File: src/rtl/ihd_pkg.sv
// Shared types and constants for the impact hysteresis detector.
// Used by ihd_cfg, ihd_core and impact_hysteresis_detector; depends on nothing.
`timescale 1ns / 1ps

package ihd_pkg;

  localparam int unsigned LevelW  = 16;
  localparam int unsigned TimeW   = 32;
  localparam int unsigned CfgIdxW = 8;
  localparam int unsigned CfgDatW = 32;

  // Register indexes on the configuration port
  localparam logic [CfgIdxW-1:0] REG_TRIGGER_LEVEL     = 8'd0;
  localparam logic [CfgIdxW-1:0] REG_RELEASE_LEVEL     = 8'd1;
  localparam logic [CfgIdxW-1:0] REG_RETRIGGER_LOCKOUT = 8'd2;
  localparam logic [CfgIdxW-1:0] REG_RELEASE_DEBOUNCE  = 8'd3;

  // Reset values of the registers
  localparam logic [LevelW-1:0] TRIGGER_LEVEL_RST     = 16'd2000;
  localparam logic [LevelW-1:0] RELEASE_LEVEL_RST     = 16'd500;
  localparam logic [TimeW-1:0]  RETRIGGER_LOCKOUT_RST = 32'd100000;
  localparam logic [TimeW-1:0]  RELEASE_DEBOUNCE_RST  = 32'd20000;

  typedef struct packed {
    logic [LevelW-1:0] trigger_level;
    logic [LevelW-1:0] release_level;
    logic [TimeW-1:0]  retrigger_lockout;
    logic [TimeW-1:0]  release_debounce;
  } cfg_t;

  // Detector state flags, exported for checking
  typedef struct packed {
    logic impact_active;
    logic release_waiting;
    logic ever_triggered;
  } stat_t;

  // One decoded sample
  typedef struct packed {
    logic [TimeW-1:0]  sample_time;
    logic [LevelW-1:0] force_sample;
    logic              sample_valid;
  } sample_t;

  typedef struct packed {
    logic release_pulse;
    logic trigger_pulse;
  } pulse_t;

endpackage

File: src/rtl/ihd_cfg.sv
// Configuration register file of the impact hysteresis detector.
// Depends on ihd_pkg.
`timescale 1ns / 1ps

module ihd_cfg (
  input  logic                          clk,
  input  logic                          rst_n,
  input  logic                          wr_en,
  input  logic [ihd_pkg::CfgIdxW-1:0]   wr_idx,
  input  logic [ihd_pkg::CfgDatW-1:0]   wr_data,
  output ihd_pkg::cfg_t                 cfg
);

  ihd_pkg::cfg_t cfg_r;
  ihd_pkg::cfg_t cfg_nxt;

  always_comb begin
    cfg_nxt = cfg_r;
    if (wr_en) begin
      unique case (wr_idx)
        ihd_pkg::REG_TRIGGER_LEVEL:
          cfg_nxt.trigger_level = wr_data[ihd_pkg::LevelW-1:0];
        ihd_pkg::REG_RELEASE_LEVEL:
          cfg_nxt.release_level = wr_data[ihd_pkg::LevelW-1:0];
        ihd_pkg::REG_RETRIGGER_LOCKOUT:
          cfg_nxt.retrigger_lockout = wr_data[ihd_pkg::TimeW-1:0];
        ihd_pkg::REG_RELEASE_DEBOUNCE:
          cfg_nxt.release_debounce = wr_data[ihd_pkg::TimeW-1:0];
        default: ; // unknown index: drop the write
      endcase
    end
  end

  always_ff @(posedge clk) begin
    if (!rst_n) begin
      cfg_r.trigger_level     <= ihd_pkg::TRIGGER_LEVEL_RST;
      cfg_r.release_level     <= ihd_pkg::RELEASE_LEVEL_RST;
      cfg_r.retrigger_lockout <= ihd_pkg::RETRIGGER_LOCKOUT_RST;
      cfg_r.release_debounce  <= ihd_pkg::RELEASE_DEBOUNCE_RST;
    end else begin
      cfg_r <= cfg_nxt;
    end
  end

  assign cfg = cfg_r;

endmodule

File: src/rtl/ihd_core.sv
// Decision logic and state of the impact hysteresis detector.
// Depends on ihd_pkg.
`timescale 1ns / 1ps

module ihd_core (
  input  logic             clk,
  input  logic             rst_n,
  input  logic             step,
  input  ihd_pkg::sample_t smp,
  input  ihd_pkg::cfg_t    cfg,
  output ihd_pkg::pulse_t  pulse,
  output ihd_pkg::stat_t   stat
);

  ihd_pkg::stat_t              stat_r;
  ihd_pkg::stat_t              stat_nxt;
  logic [ihd_pkg::TimeW-1:0]   last_trig_r;
  logic [ihd_pkg::TimeW-1:0]   last_trig_nxt;
  logic [ihd_pkg::TimeW-1:0]   rel_start_r;
  logic [ihd_pkg::TimeW-1:0]   rel_start_nxt;
  logic [ihd_pkg::TimeW-1:0]   lock_span;
  logic [ihd_pkg::TimeW-1:0]   deb_span;
  logic                        lock_done;
  logic                        deb_done;

  // Elapsed times wrap modulo 2^32
  assign lock_span = smp.sample_time - last_trig_r;
  assign deb_span  = smp.sample_time - rel_start_r;
  assign lock_done = lock_span >= cfg.retrigger_lockout;
  assign deb_done  = deb_span >= cfg.release_debounce;

  always_comb begin
    stat_nxt      = stat_r;
    last_trig_nxt = last_trig_r;
    rel_start_nxt = rel_start_r;
    pulse         = '0;
    if (step) begin
      if (!smp.sample_valid) begin
        stat_nxt.release_waiting = 1'b0;
      end else if (!stat_r.impact_active) begin
        if (smp.force_sample >= cfg.trigger_level &&
            (!stat_r.ever_triggered || lock_done)) begin
          stat_nxt.impact_active   = 1'b1;
          stat_nxt.release_waiting = 1'b0;
          stat_nxt.ever_triggered  = 1'b1;
          last_trig_nxt            = smp.sample_time;
          pulse.trigger_pulse      = 1'b1;
        end
      end else if (smp.force_sample > cfg.release_level) begin
        stat_nxt.release_waiting = 1'b0;
      end else if (!stat_r.release_waiting) begin
        // first low sample only opens the debounce window
        stat_nxt.release_waiting = 1'b1;
        rel_start_nxt            = smp.sample_time;
      end else if (deb_done) begin
        stat_nxt.impact_active   = 1'b0;
        stat_nxt.release_waiting = 1'b0;
        pulse.release_pulse      = 1'b1;
      end
    end
  end

  always_ff @(posedge clk) begin
    if (!rst_n) begin
      stat_r      <= '0;
      last_trig_r <= '0;
      rel_start_r <= '0;
    end else begin
      stat_r      <= stat_nxt;
      last_trig_r <= last_trig_nxt;
      rel_start_r <= rel_start_nxt;
    end
  end

  assign stat = stat_r;

endmodule

File: src/rtl/impact_hysteresis_detector.sv
// Top level of the impact hysteresis detector: input and result registers.
// Depends on ihd_pkg, ihd_cfg and ihd_core.
`timescale 1ns / 1ps

// Force threshold detector with hysteresis, release debounce and retrigger
// lockout. Each input beat on in_* carries one timestamped force sample and
// produces exactly one result beat on out_* with trigger and release pulses.
//
// Channels: in_* and out_* are stream channels (tvalid/tready). cfg_* writes
// one of four registers (index 0..3); other indexes are dropped. cfg_ready
// is always high. Write configuration only while no sample is in flight.
//
// Path: the input register holds an accepted beat, then the decision logic
// loads the result register. Throughput: one sample per cycle while the
// result register is free or draining, set by the combinational compare and
// subtract path that updates the detector state from the input register.
//
// Reset (rst_n low, synchronous): registers return to their defaults, the
// detector goes idle with no trigger history, and both stages empty.
//
// Stall: when out_tready is low with a result held, the input register holds
// its sample and in_tready drops once it is full; nothing is lost.

module impact_hysteresis_detector (
  input  logic                        clk,
  input  logic                        rst_n,
  // tdata: sample_time[31:0], force_sample[47:32]
  input  logic                        in_tvalid,
  output logic                        in_tready,
  input  logic [47:0]                 in_tdata,
  // tuser: sample_valid[0]
  input  logic [0:0]                  in_tuser,
  output logic                        out_tvalid,
  input  logic                        out_tready,
  // tdata: trigger_pulse[0], release_pulse[1], zero fill [7:2]
  output logic [7:0]                  out_tdata,
  input  logic                        cfg_valid,
  output logic                        cfg_ready,
  input  logic [ihd_pkg::CfgIdxW-1:0] cfg_index,
  input  logic [ihd_pkg::CfgDatW-1:0] cfg_data
);

  ihd_pkg::cfg_t    cfg;
  ihd_pkg::sample_t smp_r;
  ihd_pkg::pulse_t  pulse;
  ihd_pkg::pulse_t  res_r;
  ihd_pkg::stat_t   stat;
  logic             in_vld_r;
  logic             in_vld_nxt;
  logic             out_vld_r;
  logic             out_vld_nxt;
  logic             advance;
  logic             step;
  logic             in_fire;

  assign cfg_ready = 1'b1;

  ihd_cfg u_cfg (
    .clk     (clk),
    .rst_n   (rst_n),
    .wr_en   (cfg_valid),
    .wr_idx  (cfg_index),
    .wr_data (cfg_data),
    .cfg     (cfg)
  );

  // Advance the pipe whenever the result register is free or being drained
  assign advance   = !out_vld_r || out_tready;
  assign step      = in_vld_r && advance;
  assign in_tready = !in_vld_r || advance;
  assign in_fire   = in_tvalid && in_tready;

  assign in_vld_nxt  = in_fire ? 1'b1 : (step ? 1'b0 : in_vld_r);
  assign out_vld_nxt = step ? 1'b1 : (out_tready ? 1'b0 : out_vld_r);

  ihd_core u_core (
    .clk   (clk),
    .rst_n (rst_n),
    .step  (step),
    .smp   (smp_r),
    .cfg   (cfg),
    .pulse (pulse),
    .stat  (stat)
  );

  always_ff @(posedge clk) begin
    if (!rst_n) begin
      in_vld_r  <= 1'b0;
      out_vld_r <= 1'b0;
    end else begin
      in_vld_r  <= in_vld_nxt;
      out_vld_r <= out_vld_nxt;
    end
  end

  // Payload registers: the sample loads on accept, the result on each step; both hold otherwise
  always_ff @(posedge clk) begin
    if (in_fire) begin
      smp_r.sample_time  <= in_tdata[ihd_pkg::TimeW-1:0];
      smp_r.force_sample <= in_tdata[ihd_pkg::TimeW +: ihd_pkg::LevelW];
      smp_r.sample_valid <= in_tuser[0];
    end
    if (step) begin
      res_r <= pulse;
    end
  end

  assign out_tvalid = out_vld_r;
  assign out_tdata  = {6'b0, res_r.release_pulse, res_r.trigger_pulse};

  // A sample can never both start and end an impact
  a_pulse_excl: assert property (@(posedge clk) disable iff (!rst_n)
    out_vld_r |-> !(res_r.trigger_pulse && res_r.release_pulse))
    else $error("trigger and release in the same result");

  // A trigger only fires from idle and leaves the detector active
  a_trig_idle: assert property (@(posedge clk) disable iff (!rst_n)
    step && pulse.trigger_pulse |-> !stat.impact_active ##1 stat.impact_active)
    else $error("trigger fired while active or did not activate");

  // A release only fires from a running debounce and leaves the detector idle
  a_rel_wait: assert property (@(posedge clk) disable iff (!rst_n)
    step && pulse.release_pulse |-> stat.release_waiting ##1 !stat.impact_active)
    else $error("release without debounce or detector still active");

  // A stalled result holds the sample in place rather than dropping it
  a_stall_hold: assert property (@(posedge clk) disable iff (!rst_n)
    out_vld_r && !out_tready && in_vld_r |=> in_vld_r && out_vld_r)
    else $error("stage lost a beat during a stall");

endmodule

File: config.mk
export PLATFORM = sky130hd
export DESIGN_NAME = impact_hysteresis_detector
export DESIGN_NICKNAME = d
export VERILOG_FILES = /design/src/rtl/ihd_pkg.sv /design/src/rtl/ihd_cfg.sv /design/src/rtl/ihd_core.sv /design/src/rtl/impact_hysteresis_detector.sv
export SDC_FILE = /design/constraint.sdc
export NUM_CORES = 1
export LEC_CHECK = 0
export BUFFER_PORTS_ARGS = -buffer_cell sky130_fd_sc_hd__buf_2
export CORE_MARGIN = 8
export CORE_UTILIZATION = 50
export DETAILED_ROUTE_END_ITERATION = 8
export GPL_TIMING_DRIVEN = 1
export PLACE_DENSITY = 0.68
export SETUP_SLACK_MARGIN = 0.15
export SLEW_MARGIN = 10
export SYNTH_ARGS = -nofsm -noshare
export SYNTH_HDL_FRONTEND = slang
export SYNTH_SLANG_ARGS = --single-unit
File: constraint.sdc
create_clock -name clk -period 4.9 [get_ports clk]
set_input_delay 0.245 -clock clk [delete_from_list [all_inputs] [get_ports clk]]
set_output_delay 0.245 -clock clk [all_outputs]
set_load 0.1 [all_outputs]
# Word level (Yosys, flattened, before mapping)

Index checks and enable logic that the tools add are counted.

Bits in registers: 216
Input bits: 94

Add/sub/neg operators: 2
$lt $le $gt $ge: 4
Equal/unequal tests: 4
Muxes and demuxes: 14
Bitwise gates (word level): 4
Reductions and logical operators: 22

Operator list:

| cell                                                            | count |
|---|---|
| 32-bit greater-or-equal comparator                              | 2 |
| 32-bit subtractor                                               | 2 |
| 8-bit by 2-bit == test with 1-bit output, second input constant | 2 |
| 16-bit greater-or-equal comparator                              | 1 |
| 16-bit > comparator                                             | 1 |
| 2-bit AND reduction                                             | 6 |
| 1-bit two-way mux                                               | 11 |
| 8-bit by 1-bit == test with 1-bit output, second input constant | 1 |
| 8-bit zero test                                                 | 1 |
| 5-bit AND reduction                                             | 1 |
| 2-bit two-way mux                                               | 2 |
| 1-bit NOT                                                       | 4 |
| 4-bit AND reduction                                             | 1 |
| 2-bit nonzero test                                              | 2 |
| 4-bit OR reduction                                              | 1 |
| 1-bit logical AND                                               | 3 |
| 1-bit zero test                                                 | 3 |
| 1-bit logical OR                                                | 3 |
| 3-bit two-way mux                                               | 1 |
| 3-bit by 1-bit != test with 1-bit output, second input constant | 1 |
| 2-bit OR reduction                                              | 1 |

# Logic depth before layout (Yosys ltp)

Gate-level depths: netlist (run 1).

Depth after elaboration: 7
Depth in mapped cells: 25

# Modules after synthesis

Synthesis (run 1) repeated with hierarchy kept, for this count alone.

Cells, all modules: 1538
Area total of the unflattened synthesis: 13658.1 µm²

By module, submodules not included:

| module                     | times used | cells an instance | area each (µm²) | sequential area each (µm²) |
|---|---|---|---|---|
| ihd_core                   | 1          | 1105              | 8217.9          | 1341.3 |
| ihd_cfg                    | 1          | 364               | 3744.8          | 1921.8 |
| impact_hysteresis_detector | 1          | 69                | 1695.4          | 1571.5 |

# Worst setup path before layout (run 1)

No wires, ideal clock.

Path kind: register to register
Start: register smp_r[17] (netlist name)
End: register u_core.last_trig_r[15] (netlist name)
Arrival: 4.195 ns
Required time: 4.772 ns
Setup slack: 0.577 ns
Stages on the path, launching flop included: 24
Buffers on the path: 2
Cell sequence: edfxtp_1 -> inv_1 -> ha_1 -> inv_1 -> fa_1 -> a21o_1 -> a21oi_2 -> o21ai_1 -> a32o_1 -> nor2_1 -> nor2b_1 -> o21a_1 -> nor2_1 -> xnor2_1 -> ha_1 -> nand4_1 -> or3_1 -> o221a_1 -> o41ai_2 -> o211ai_2 -> buf_4 -> buf_4 -> nand3_1 -> o21ai_1

Cells in the longest elaborated chain, start to end: 5

RTL lines:

| what                               | RTL line                         | source |
|---|---|---|
| from (decl)                        | impact_hysteresis_detector.sv:44 | `ihd_pkg::sample_t smp_r;` |
| 32-bit subtractor                  | ihd_core.sv:27                   | `assign lock_span = smp.sample_time - last_trig_r;` |
| 32-bit greater-or-equal comparator | ihd_core.sv:29                   | `assign lock_done = lock_span >= cfg.retrigger_lockout;` |
| 1-bit logical OR                   | ihd_core.sv:42                   | `(!stat_r.ever_triggered \|\| lock_done)) begin` |
| 1-bit logical AND                  | ihd_core.sv:41                   | `if (smp.force_sample >= cfg.trigger_level &&` |
| 4-bit AND reduction (no line)      | n/a                              |  |
| to (signal assigned)               | ihd_core.sv:70                   | `last_trig_r <= last_trig_nxt;` |
| to (decl)                          | ihd_core.sv:17                   | `logic [ihd_pkg::TimeW-1:0] last_trig_r;` |

Every way passes these cells.
A chain may end at the register's enable or synchronous reset.

# Final worst setup path (run 1)

Start: register smp_r[17] (netlist name)
End: register u_core.last_trig_r[27] (netlist name)

The elaborated chain is that of the path after synthesis.

==> summary.md, run 1 <==
| Metric | Value |
|---|---|
| Outcome | `finished, final reports clean` |
| Clk pin slew, worst setup/hold paths | `0.06 ns` |
| Net switching power | `1.26 mW` |
| Grt met1 use | `0.276` |
| Asr flop ratio synth | `0` |
| Syn_area_per_cell | `8.79 µm²` |
| Synth Cell Area | `13300 µm²` |
| Flop pwr share | `0.405` |
| Final Skew | `0.0191 ns` |
| Ratio of cells with drive above 1 in the final layout | `0.147` |
| M3 GR Usage | `0.0303` |
| Most frequent cells after synthesis | `196 x nand2_1, 177 x inv_1, 165 x dfxtp_1` |
| Clk Latency, worst-skew pair | `0.54 ns` |
| Routed wire length | `34900 µm` |
| Fin crit period | `4.73 ns` |
| Combinational power share | `0.176` |
| EDFF count, synth | `51` |
| Setup-failing EPs final | `0` |
| Arr. time, crit path | `5.16 ns` |
| Top cells by area, synth | `dfxtp_1 25%, ha_1 15%, edfxtp_1 12%, nand2_1 5.5%, inv_1 5.0%` |
| Wire per inst | `16.9 µm` |
| Core Rows | `59` |
| Clock Path Buffers | `3` |
| Layout Nets | `1959` |
| RSZ-0062 raised after global routing | `true` |
| Global routing usage on met2 | `0.350` |
| Core area | `26100 µm²` |
| Drt initial violations | `708` |
| Clk pwr share | `0.418` |
| Net switching fraction of the power | `0.268` |
| Slew headroom | `0.238` |
| Dpl cells | `1916` |
| Initial antenna violation count | `0` |
| Die ar. | `32100 µm²` |
| HP Class | `primary input to register` |
| Worst slew pin tran | `1.14 ns` |
| Fillers | `2215` |
| Number of global-route vias before repair | `10700` |
| Synth cell types | `68` |
| GRT Max-Usage Layer | `met2` |
| Synth Flop Type | `dfxtp_1` |
| PwrDens | `287 nW/µm²` |
| ANT cells | `0` |
| GRT Util Overall | `0.209` |
| #FFs+latches synth | `216` |
| Largest net degree at the start of global routing | `74` |
| Worst vdd ir | `0.000266 V` |
| Root Driver | `clkbuf_16` |
| Area of the multi-input gates | `7800 µm²` |
| Final Hold Vio Count | `0` |
| Initial Util | `0.510` |
| Sequential Area | `4830 µm²` |
| Fmax | `211 MHz` |
| Final ANT Viol Nets | `0` |
| Slew Viols, Final | `0` |
| Die X | `179 µm` |
| Post-Place Setup Slack | `0.111 ns` |
| Critical path capture point type | `register` |
| Post-synth top area cell | `dfxtp_1` |
| Clock Sinks | `216` |
| Area growth, synth to finish | `22.7%` |
| Top cell type's share of synthesized area | `0.248` |
| Post-detail-place hpwl | `24400 µm` |
| Routability cong. | `0.929` |
| Internal Power | `3.43 mW` |
| IO Pins | `105` |
| Fin worst setup slack | `0.169 ns` |
| Final Non-Filler Cells | `2059` |
| Internal reg-to-reg setup slack | `0.17 ns` |
| Grt ovf | `0` |
| Crit path required time | `5.33 ns` |
| Vias per cell | `5.40` |
| Via count | `11100` |
| CP Class | `register to register` |
| Drt pass-1 iters | `5` |
| # Max-Cap Violations | `0` |
| CTS tree | `yes` |
| Register area share after synthesis | `0.363` |
| Critical path launch point type | `register` |
| IO Port Bufs | `97` |
| CTS Buf Count | `26` |
| Core Util, Final | `0.625` |
| Yosys warns | `0` |
| Global-route wire length before repair | `54200 µm` |
| Most frequent cell after synthesis | `nand2_1` |
| Period utilization | `0.966` |
| Cells after synthesis | `1515` |
| Die height | `179 µm` |
| H-tree Lvls | `1` |
| DRC | `0` |
| Leakage | `6.87 nW` |
| Worst Path Max Fanout | `19` |
==> cells in the final DEF, fill, tap and decap left out, types with 12 or more instances in the layout <==
cell           synthesis  layout
a21o_1                63      63
buf_2                 14      96
o21ai_1               44      38
buf_4                 11      32
dfxtp_1              165     165
nor2b_1               62      62
nor2_1                47      46
nand2b_1              13      13
xnor2_1               38      38
o21ai_0               26      23
edfxtp_1              51      51
inv_1                177     175
a21boi_0              20      20
a21oi_1               73      70
xor2_1                17      17
mux2i_1               59      59
nor3_1                14      13
dlygate4sd3_1          0      80
o211ai_1              22      22
ha_1                 158     151
o21a_1                12      12
nand3_1               46      23
nand2_1              196     196
a21boi_1              38      38
clkbuf_16              0      32
nand3_2                0      22
nand4_1               21      21
==> state kept, by name, summed over array words and instances, names as in the netlist <==
register,cells
in_vld_r,1
out_tdata,2
out_tvalid,1
smp_r,49
u_cfg.cfg,96
u_core.last_trig_r,32
u_core.rel_start_r,32
u_core.stat,3
==> per-stage QoR <==
step	total power, mW	hold slack (ns)	area (µm²)	TNS [ns]
finish	4.69	0.0240	16300	0
global route	4.87	0.0220	16300	-0.377
CTS	4.67	0.0109	15900	0
detailed placement	2.65	0.423	14200	0
global placement	2.64	0.421	14200	0
floorplan	2.44	0.344	13300	0
==> worst max-delay path, cell delays in order (launching register included) <==
cell       delay [ns]
edfxtp_1         0.42
inv_2            0.10
ha_4             0.13
inv_2            0.04
fa_2             0.36
a21o_1           0.20
a21oi_2          0.18
o21ai_2          0.11
a32o_2           0.32
a211oi_4         0.35
o21ai_4          0.10
a211o_1          0.32
a21oi_2          0.13
xnor2_1          0.15
ha_1             0.27
a21oi_1          0.15
nor2b_1          0.08
a2111oi_2        0.32
buf_4            0.18
o41ai_4          0.08
o211ai_4         0.15
buf_12           0.18
clkbuf_16        0.19
o21ai_1          0.09
==> power by group through the flow <==
stage / clock (mW) / sequential, mW / combinational, mW
after floorplan: 0 / 1.93 / 0.508
after global placement: 0 / 1.93 / 0.701
after detailed placement: 0 / 1.93 / 0.718
after CTS: 2.00 / 1.90 / 0.775
after global routing: 2.06 / 1.90 / 0.909
final: 1.96 / 1.90 / 0.827
==> cell type report <==
| type | instances | area share |
|---|---|---|
| clock inverter | 9 | 0.00697 |
| multi-input combinational | 1065 | 0.477 |
| inverter | 177 | 0.0406 |
| timing repair buffer | 219 | 0.107 |
| clock buffer | 38 | 0.0469 |
| sequential | 216 | 0.296 |
| tap | 335 | 0.0256 |
==> worst paths after layout <==
check	from	end	cells after the start
worst max-delay path	smp_r[17]$_DFFE_PP_	u_core.last_trig_r[27]$_SDFFE_PN0P_	23
worst min-delay path	cfg_data[14]	u_cfg.cfg[46]$_SDFFE_PN0P_	3
worst max register to register	smp_r[17]$_DFFE_PP_	u_core.last_trig_r[27]$_SDFFE_PN0P_	23
worst min register to register	u_cfg.cfg[55]$_SDFFE_PN0P_	u_cfg.cfg[55]$_SDFFE_PN0P_	2
==> per-layer routing <==
layer / share of wire / wire length (µm) / up-vias
met2: 0.47 / 16300 / 272
li1: - / - / 5576
met4: 0.026 / 922 / 0
met1: 0.46 / 15900 / 5193
met3: 0.049 / 1700 / 68
met5: 0 / 0 / -
==> kinds of logic (layout without fill, tap and decap cells) <==
logic type                 count (synthesis)  in the layout  share of synthesized area
AOI/OAI and AO/OA                        358            358                      0.180
xor gates and xnor gates                  55             55                     0.0362
adders and majority gates                160            160                      0.151
buffers and inverters                    239            443                     0.0729
DFF                                      216            216                      0.363
muxes                                     59             59                     0.0443
other                                      2              7                   0.000564
and+or+nand+nor                          426            426                      0.151
==> what timing repair did <==
action,CTS,global route
buffers inserted,0,10
gates cloned,0,6
hold endpoints to repair,107,0
gates resized for setup,2,59
setup endpoints to repair,1,37
hold buffers,80,0
pin swaps,0,37
Power figures use the tool's default switching activity.
==> run 2, diff against run 1 <==
Settings changed: CORE_MARGIN 8 to 5.
==> summary.md, run 2 (synthesis results as in run 1) <==
| Metric | Value |
|---|---|
| Critical path buffers and inverters | `3 (-2)` |
| CP Launch Point | `smp_r[21]$_DFFE_PP_` |
| Hold Path Depth | `3 (unchanged)` |
| Leakage | `6.81 nW (-0.84%)` |
| PwrDens | `285 nW/µm² (-0.69%)` |
| Fmax | `216 MHz (+2.4%)` |
| CTS Buf Count | `26 (unchanged)` |
| Crit path required time | `5.37 ns (+0.04 ns)` |
| Post-placement cell area | `14100 µm² (-0.58%)` |
| Routed wire length | `33200 µm (-4.7%)` |
| R2R depth | `23 (unchanged)` |
| Worst Path Max Fanout | `5 (-14)` |
| Ratio of cells with drive above 1 in the final layout | `0.131 (-0.0157)` |
| Clock Path Buffers | `3 (unchanged)` |
| Outcome | `finished, final reports clean` |
| Worst path max stage delay | `0.52 ns (+0.10 ns)` |
| Drt pass-1 iters | `5 (unchanged)` |
| Fin crit period | `4.62 ns (-0.110 ns)` |
| Die ar. | `30000 µm² (-6.6%)` |
| Period utilization | `0.943 (-0.0224)` |
| Final Hold Vio Count | `0 (unchanged)` |
| CP most frequent cell | `a21oi_2` |
| Worst path top cell family by delay | `compound AO/OA/AOI/OAI gates` |
| Arr. time, crit path | `5.09 ns (-0.07 ns)` |
| Final Non-Filler Cells | `2060 (+0.049%)` |
| Critical path launch point type | `register` |
| Dpl cells | `1906 (-0.52%)` |
| Tot Pwr | `4.61 mW (-1.7%)` |
| Most frequent cells in the layout | `196 x nand2_1, 175 x inv_1, 165 x dfxtp_1` |
| # Max-Cap Violations | `0 (unchanged)` |
| Final ANT Viol Nets | `0 (unchanged)` |
| IO Pins | `105 (unchanged)` |
| ANT cells | `0 (unchanged)` |
| Commonest non-fill, non-tap cell in the layout | `nand2_1` |
| Setup-failing EPs final | `0 (unchanged)` |
| IO Port Bufs | `97 (unchanged)` |
| Die height | `173 µm (-3.3%)` |
| Final Cell Area | `16200 µm² (-1.0%)` |
| Core Rows | `59 (unchanged)` |
| Worst vdd ir | `0.000226 V (-15%)` |
| Hold_sp | `cfg_data[15]` |
| Internal reg-to-reg setup slack | `0.28 ns (+0.11 ns)` |
| Crit path depth | `23 (unchanged)` |
| H-tree Lvls | `1 (unchanged)` |
| Clock Sinks | `216 (unchanged)` |
| Wire per inst | `16.1 µm (-4.7%)` |
| Vias per cell | `5.28 (-2.1%)` |
| Die X | `173 µm (-3.3%)` |
| DRT met1 WL | `15600 µm (-2.1%)` |
| Clk Latency, worst-skew pair | `0.54 ns (about the same)` |
| Post-detail-place hpwl | `23300 µm (-4.3%)` |
| Global-route wire length before repair | `52800 µm (-2.7%)` |
| Grt ovf | `0 (unchanged)` |
| CP Class | `register to register` |
| Worst path cell trace | `ha_4, or4_4, a21oi_2, a2bb2oi_4, a211o_1, o21ai_2, and2b_1, o21bai_1, a21oi_2, xnor2_1, ha_1, a21o_1, a21o_1, a21oi_2, o21ai_2, a2111oi_4, buf_4, o41ai_4, o211ai_4, buf_6, clkbuf_16, nand3_2, o21ai_1` |
| Slew headroom | `0.223 (-0.0146)` |
| Worst slew pin tran | `1.16 ns (+0.0219 ns)` |
| Critical R2R Launch | `smp_r[21]$_DFFE_PP_` |
| Core Util, Final | `0.619 (-0.00646)` |
| Critical path capture point type | `register` |
| Met2 Wirelength | `15500 µm (-4.8%)` |
| Largest net degree at the start of global routing | `104 (+41%)` |
| Via count | `10900 (-2.0%)` |
| Routability cong. | `0.892 (-4.0%)` |
| Met3 WL | `1370 µm (-19%)` |
| Fin worst setup slack | `0.279 ns (+0.110 ns)` |
| Slew Viols, Final | `0 (unchanged)` |
| Critical-path top delay cell | `or4_4` |
| DR top layer | `met4` |
| Initial antenna violation count | `0 (unchanged)` |
| Drt initial violations | `671 (-5.2%)` |
| Root Driver | `clkbuf_16` |
| Post-Place Setup Slack | `0.0594 ns (-0.0514 ns)` |
| Number of global-route vias before repair | `10300 (-3.7%)` |
| Area growth, synth to finish | `21.5%` |
| Max FFs per register | `96 (unchanged)` |
| Layout Nets | `1959 (unchanged)` |
| Core area | `26100 µm² (unchanged)` |
| Fin Hold WS | `0.0261 ns (+0.00214 ns)` |
| RSZ-0062 raised after global routing | `true` |
| GRT Util Overall | `0.210 (+0.00164)` |
| Clk pin slew, worst setup/hold paths | `0.06 ns (about the same)` |
| Setup TNS | `0 ns (unchanged)` |
| Initial Util | `0.510 (unchanged)` |
| DRC | `0 (unchanged)` |
| CTS tree | `yes` |
| Final Skew | `0.0211 ns (+0.00204 ns)` |
| HP Class | `primary input to register` |
-- run 2: repair_timing --
action | 4_1_cts | 5_1_grt
hold endpoints to repair | 111 | 0
endpoints found under the setup margin | 33 | 37
gates cloned | 2 | 2
setup buffers | 8 | 15
pin swaps | 5 | 26
gates resized for setup | 9 | 37
hold buffers | 79 | 0
-- run 2: metal layers --
layer	GRT usage	vias up
li1	-	5567
met1	0.288	5062
met2	0.354	211
met3	0.0286	46
met4	0.0502	0
met5	0	-
-- run 2: power breakdown --
| part | leakage [nW] | internal [mW] | switching (mW) | total, mW |
|---|---|---|---|---|
| clock network | 0.403 | 1.13 | 0.754 | 1.89 |
| logic | 4.58 | 0.379 | 0.441 | 0.819 |
| registers | 1.83 | 1.86 | 0.0362 | 1.90 |
-- run 2: area by class of cell --
class                      count  area (µm²)
clock inverter                 8        98.8
sequential                   216        4830
fill                        2277        9960
timing repair buffer         219        1700
multi-input combinational   1065        7730
inverter                     177         664
clock buffer                  40         733
tap                          335         419
-- run 2: final timing paths --
check                                   endpoint
max          u_core.last_trig_r[26]$_SDFFE_PN0P_
min                   u_cfg.cfg[47]$_SDFFE_PN1P_
min reg2reg           u_cfg.cfg[26]$_SDFFE_PN0P_
max reg2reg  u_core.last_trig_r[26]$_SDFFE_PN0P_
-- run 2: tightest hold or removal path: stages --
cell	delay, ns
buf_2	0.13
nand2_1	0.06
o211ai_1	0.08
